`config.mk`:
```
export PLATFORM = sky130hd
export DESIGN_NAME = pps_front
export DESIGN_NICKNAME = d
export VERILOG_FILES = /design/src/rtl/pps_pkg.sv /design/src/rtl/pps_front.sv
export SDC_FILE = /design/constraint.sdc
export NUM_CORES = 1
export LEC_CHECK = 0
export ABC_AREA = 1
export BUFFER_PORTS_ARGS = -buffer_cell sky130_fd_sc_hd__buf_2
export CORE_AREA = 4 4 78 80
export CTS_BUF_LIST = sky130_fd_sc_hd__clkbuf_4
export DETAILED_ROUTE_END_ITERATION = 10
export DIE_AREA = 0 0 82 84
export GPL_TIMING_DRIVEN = 0
export PLACE_DENSITY = 0.51
export SETUP_SLACK_MARGIN = 0.5
export SYNTH_ARGS = -nofsm -noshare
export SYNTH_HDL_FRONTEND = slang
export SYNTH_SLANG_ARGS = --single-unit
export TNS_END_PERCENT = 10
```
`constraint.sdc`:
```
create_clock -name clk -period 3.5 [get_ports clk]
set_input_delay 0.7 -clock clk [delete_from_list [all_inputs] [get_ports clk]]
set_output_delay 0.7 -clock clk [all_outputs]
set_load 0.01 [all_outputs]
```
`src/rtl/pps_pkg.sv`:
```
// shared types and constants for the priority scheduler
`default_nettype none
package pps_pkg;
  localparam int unsigned QueueDepthDef = 64;
  localparam int unsigned NumLevelsDef  = 4;
  localparam logic [6:0]  QuantumTenths = 7'd10;
  localparam logic        ActArrive     = 1'b0;
  localparam logic        ActTick       = 1'b1;

  typedef struct packed {
    logic       action;
    logic [7:0] task_id;
    logic [1:0] level;
    logic [6:0] run_tenths;
  } cmd_t;
endpackage
`default_nettype wire

```
`src/rtl/pps_front.sv`:
```
// command front end: accepts items into a two-entry queue
`default_nettype none
module pps_front import pps_pkg::*; (
  input  wire logic clk,
  input  wire logic rst_n,
  input  wire logic in_valid,
  input  wire cmd_t in_cmd,
  output logic      full,
  output logic      q_valid,
  output cmd_t      q_cmd,
  input  wire logic q_pop
);
  cmd_t       buf_r [2];
  logic       rd_r, rd_nxt, wr_r, wr_nxt;
  logic [1:0] cnt_r, cnt_nxt;
  logic       push;

  assign push    = in_valid && !full;
  assign full    = cnt_r == 2'd2;
  assign q_valid = cnt_r != 2'd0;
  assign q_cmd   = buf_r[rd_r];

  always_comb begin
    rd_nxt  = rd_r ^ q_pop;
    wr_nxt  = wr_r ^ push;
    cnt_nxt = cnt_r + {1'b0, push} - {1'b0, q_pop};
  end

  always_ff @(posedge clk) begin
    if (!rst_n) begin
      rd_r  <= 1'b0;
      wr_r  <= 1'b0;
      cnt_r <= 2'd0;
    end else begin
      rd_r  <= rd_nxt;
      wr_r  <= wr_nxt;
      cnt_r <= cnt_nxt;
    end
    if (push) begin
      buf_r[wr_r] <= in_cmd;
    end
  end
endmodule
`default_nettype wire

```
==> results of run 1 <==
worst register-to-register path: cells and delay by family (launching register included):
family	cells	cell delay (ns)
compound gates	1	0.13
buf+inv	2	0.22
flops	1	0.33
fa+ha+maj	1	0.75
layout make-up:
cell class,count,area [µm²]
buffer,2,31.28
clock buffer,5,37.54
clock inverter,3,65.06
fill,538,3411
inverter,8,30.03
multi-input combinational,36,354.1
sequential,41,1181
tap,72,90.09
timing repair buffer,41,205.2
sequential cells by signal, summed over array words and instances, names as in the netlist, named ones only:
name   count
rd_r       1
wr_r       1
cnt_r      2
buf_r     36
cells by family (layout without fill, tap and decap cells):
| logic type | after synthesis | in the layout | synth area share [%] |
|---|---|---|---|
| simple gates | 11 | 11 | 2.821 |
| fa+ha+maj | 4 | 4 | 3.135 |
| mux | 18 | 18 | 15.05 |
| compound gates | 2 | 2 | 0.6264 |
| buf+inv | 10 | 59 | 3.840 |
| flops | 41 | 41 | 73.98 |
| xor+xnor | 1 | 1 | 0.5487 |
cells in the final DEF (no fill, tap or decap):
cell type  instances
nand3_1            1
inv_1              8
mux2_4            10
mux2_2             8
dfxtp_1            5
clkinv_2           1
a21oi_1            1
nand2_1            4
o21ai_0            1
bufinv_16          2
nor2_1             5
buf_2             41
buf_6              1
xnor2_1            1
or2_2              1
edfxtp_1          36
buf_12             1
clkbuf_4           5
ha_1               4
cell usage after synthesis:
library cell	n	area (µm²)
a21oi_1	1	5.000
buf_12	1	20.02
buf_6	1	11.26
dfxtp_1	5	100.1
edfxtp_1	36	1081
ha_1	4	50.05
inv_1	8	30.03
mux2_2	8	90.09
mux2_4	10	150.1
nand2_1	4	15.01
nand3_1	1	5.000
nor2_1	5	18.77
o21ai_0	1	5.000
or2_2	1	6.260
xnor2_1	1	8.760
power by group through the flow:
stage | clock network (µW) | registers (µW) | logic, µW
after floorplan | 0 | 612 | 127
after global placement | 0 | 614 | 192
after detailed placement | 0 | 618 | 197
after CTS | 381 | 607 | 197
after global routing | 399 | 611 | 214
final | 366 | 606 | 191
layer usage:
metal / vias to the layer above / track usage [%]
li1: 412 / -
met1: 402 / 8.591
met2: 33 / 14.25
met3: 6 / 4.104
met4: 0 / 3.172
met5: - / 0
through the flow:
step	area (µm²)	hold WS [ns]	power, µW
floorplan	1597	0.4799	738.9
global placement	1892	0.4940	805.6
detailed placement	1892	0.5298	814.5
CTS	1994	0.5145	1186
global route	1994	0.5065	1224
finish	1994	0.5410	1163
final timing paths:
| check | from | endpoint | slack [ns] | cells past startpoint |
|---|---|---|---|---|
| max | flop | q_cmd[13] | 1.37 | 4 |
| max reg2reg | cnt_r[1] | buf_r[0][15] | 1.71 | 4 |
| min reg2reg | rd_r | rd_r | 0.55 | 2 |
| min | in_cmd[13] | buf_r[0][13] | 0.54 | 1 |
==> impl_results.md, run 1 <==
* Setup violators final at 0
* Reg power frac at between 50% and 60%
* Post-layout min period at 2.128 ns
* Max H-tree Level at 2
* Post-Synthesis Cells at 87
* Crit share post-route at 60.79%
* Crit path max fanout at 10
* Slowest stage delay, CP at 0.34 ns
* Peak supply drop at between 200 and 250 µV
* Core box area at roughly 5400 µm²
* Nets at 161
* Worst-path clk slew at 0.12 ns
* CTS Root Cell: clkbuf_4
* Fin util at 36.90%
* Max frequency at between 400 and 500 MHz
* Initial Utilization at 29.54%
* Data arrival time of the worst path at roughly 1.4 ns
* CTS Sinks at a little over 40
* Placed cell count at 200
* Syn nets at between 100 and 150
* Gr ovfl total at 0
* Initial antenna violation count at 0
* DR vias/cell at slightly above 4
* MaxCap Viol Count at 0
* Met2 WL post-DR at between 1000 and 1500 µm
* DRC Markers at 0
* Pwr/cell area at ~600 nW/µm²
* CTS tree: yes
* Hold crit path type: in -> reg
* Hold Vio Cnt, Final at 0
* Resize count post-CTS at 0
* Synthesized flop and latch total at between 40 and 50
* Comb power frac at 16.4%
* Pre-Repair DR Iteration Count at 3
* Wire length per cell at between 10 and 15 µm
* Rows at 27
* Post-CTS repair timing setup buffer count at 0
* Cell Chain, Critical Path: buf_6 > buf_12 > mux2_4 > buf_2
* Post-DP HPWL at roughly 2000 µm
* Layout Area Growth over Synthesis at 24.92%
* Final setup TNS at 0 ns
* Clock share of power at a little under a third
* Worst-Skew Late Latency at roughly 0.33 ns
* Slew Limit Fails at 0
* GPL Wtd Cong at 0.6725
* Post-Route WL at approximately 2700 µm
* # IOs at 42
* Nature of the critical path endpoint: output pin
* Top layer in use: met4
* Die H at approximately 84 µm
* Unrepaired setup endpoints after global routing: false
* Yosys warns at 0
* Status: complete, no violations
* Met1 Wirelength at ~1100 µm
* Sequential area share after synthesis at around three quarters
* Vias at ~850
* Crit-path leading delay family: buffers and inverters
* Largest net degree at the start of global routing at 19
* Num CTS Buffers at 5
* Global-route wire length before repair at about 4200 µm
* Port bufs at a little over 40
* Synth cell types at 15
* CP Launch Type: flop
* Clk_skew at between 0.005 and 0.006 ns
* Share of cells above drive strength 1 at about half
* Number of global-route vias before repair at just over 900
* Die ar. at just under 7000 µm²
* Headroom to the max-slew limit at about two fifths
* CP max stage cell: dfxtp_1
* Psw at roughly 260 µW
* Sw Ratio at 22.16%
* Post-Place Setup Slack at 1.321 ns
* Critical path class: reg -> out
* Hold_buf cts at 0
* Worst-case clock buffer depth at 2
* N_diodes at 0
* Crit path required time at 2.80 ns
* Drt initial violations at 64
* Final worst slack at roughly 1.4 ns
* Cell Area, Synth at 1597 µm²
* GRT Overall Usage at approximately 8.4%
* Die width at about 80 µm
* Met3 WL post-DR at 235 µm
* Crit path buf inv count at 3
* Avg Synthesized Cell Area at approximately 18 µm²
* Finished Layout Cells at approximately 210
* Least-Margin Pin Slew at between 0.8 and 0.9 ns
* Int Pwr at 905.5 µW
* Leakage at ~0.00081 µW
* Post-route ant nets at 0
Note: power is estimated with default switching activity, not from simulation.
==> run 2, diff against run 1 <==
Settings changed: PLACE_DENSITY 0.51 to 0.53.
Clock period 3.5 ns to 1.7 ns, I/O delays scaled along.
==> impl_results.md, run 2 (synthesis gave the netlist of run 1 again) <==
* Wire length per cell at 12.91 µm
* CTS tree: yes
* GPL Wtd Cong at between 0.6 and 0.7
* N_diodes at 0
* Largest Register: buf_r
* Number of global-route vias before repair at between 900 and 1,000
* Most frequent cells in the layout: 36 x edfxtp_1, 22 x buf_2, 19 x buf_6, 17 x mux2_4, 5 x clkbuf_4
* Initial antenna violation count at 0
* Critical path class: reg -> out
* Peak supply drop at ~860 µV
* Post-Place Setup Slack at around 0.25 ns
* Worst-case clock buffer depth at 2
* Crit path max fanout at 6
* CTS Root Cell: clkbuf_4
* Drt initial violations at 26
* Violated checks: negative setup slack
* Hold_ws at 0.1820 ns
* Port bufs at about 40
* Hold crit path type: in -> reg
* Headroom to the max-slew limit at approximately four fifths
* DR vias/cell at between 4 and 5
* Nature of the critical path endpoint: output pin
* Max H-tree Level at 2
* Placed cell count at 200
* Worst-Skew Late Latency at approximately 0.34 ns
* Least-Margin Pin Slew at 0.2741 ns
* Final worst slack at -0.02607 ns
* Initial Utilization at approximately 30%
* Post-Route WL at about 2700 µm
* Reg area at roughly 1200 µm²
* Most common cell after layout, fill and taps aside: edfxtp_1
* Unrepaired setup endpoints after global routing: true
* Finished Layout Cells at approximately 210
* Post-route ant nets at 0
* Die ar. at between 6000 and 7000 µm²
* Final Power at about 2500 µW
* MaxCap Viol Count at 0
* Gr ovfl total at 0
* Hold_buf cts at 0
* Pre-Repair DR Iteration Count at 4
* Number of flip-flops in the largest register at 36
* Share of cells above drive strength 1 at between 60% and 70%
* Clk_skew at 0.009086 ns
* Largest net degree at the start of global routing at 19
* CTS Sinks at between 40 and 50
* Data arrival time of the worst path at around 1.4 ns
* # IOs at 42
* Crit share post-route at 101.5%
* Post-layout min period at around 1.7 ns
* GRT Overall Usage at under 10%
* Die H at 84 µm
* CP Launch Type: flop
* Max frequency at roughly 580 MHz
* DRC Markers at 0
* Status: finished with violations
* Slew Limit Fails at 0
* Pwr/cell area at about 1100 nW/µm²
* Biggest regs: buf_r x36, cnt_r x2
* Rows at 27
* Crit path required time at between 1 and 1.5 ns
* Post-DP HPWL at 1850 µm
* Setup violators final at 7
* Num CTS Buffers at 5
* Multi-input gate area at between 400 and 500 µm²
* Global-route wire length before repair at 4153 µm
* Layout Area Growth over Synthesis at 43.10%
* Fillers at between 500 and 600
* Leakage at a little over 0.0009 µW
* Die width at around 80 µm
* Vias at between 800 and 900
* Hold Vio Cnt, Final at 0
* Nets at around 170
* Worst-path clk slew at roughly 0.12 ns
* Core box area at between 5000 and 6000 µm²
==> run 2: cell count changes in the layout (fill, tap and decap cells not counted), sizes merged <==
cell	previous run	this run
buf	43	47
bufinv	2	1
clkbuf	5	6
clkinvlp	0	1
==> run 2: final cells by class <==
class,instances,share of cell area [%]
Inverter,8,1.533
Sequential cell,41,51.97
Clock inverter,3,2.026
Buffer,2,1.533
Clock buffer,5,1.643
Multi-Input combinational cell,36,19.66
Timing Repair Buffer,46,17.69
Tap cell,72,3.943
==> run 2: what timing repair did <==
action	in CTS	in global routing
setup buffers	4	0
resized for setup	34	11
pin swaps	9	8
endpoints found under the setup margin	58	58
gates cloned	0	1
==> run 2: worst paths after layout <==
kind | slack (ns) | end | start | cells past startpoint
setup / recovery | -0.03 | q_cmd[14] | flop | 4
hold / removal | 0.18 | buf_r[0][15] | in_cmd[15] | 1
setup reg to reg | 0.34 | cnt_r[1] | cnt_r[1] | 10
hold reg to reg | 0.54 | rd_r | rd_r | 2
==> run 2: per-layer routing <==
layer	global-route usage, %	up-vias	part of all wire, %
met1	8.797	410	41
met4	3.172	0	1.3
met2	13.81	34	50
met3	3.456	5	7.5
li1	-	421	-
met5	0	-	0
==> run 2: report_power, final <==
group	switching, µW	internal [µW]	total, µW
sequential	44.5	1220	1260
combinational	250	360	609
clock	304	311	616
==> run 2: metrics by stage <==
stage	utilization (%)	TNS (ns)	area [µm²]
after floorplan	-	0	1607
after global placement	35.19	0	1902
after detailed placement	35.19	0	1902
after CTS	41.06	-0.5407	2220
after global routing	42.27	-1.214	2285
final	42.27	-0.1079	2285
==> run 2: worst max-delay path: stages, from the launching register on <==
cell       delay, ns
dfxtp_2         0.35
buf_8           0.14
clkbuf_16       0.15
mux2_4          0.30
buf_6           0.12
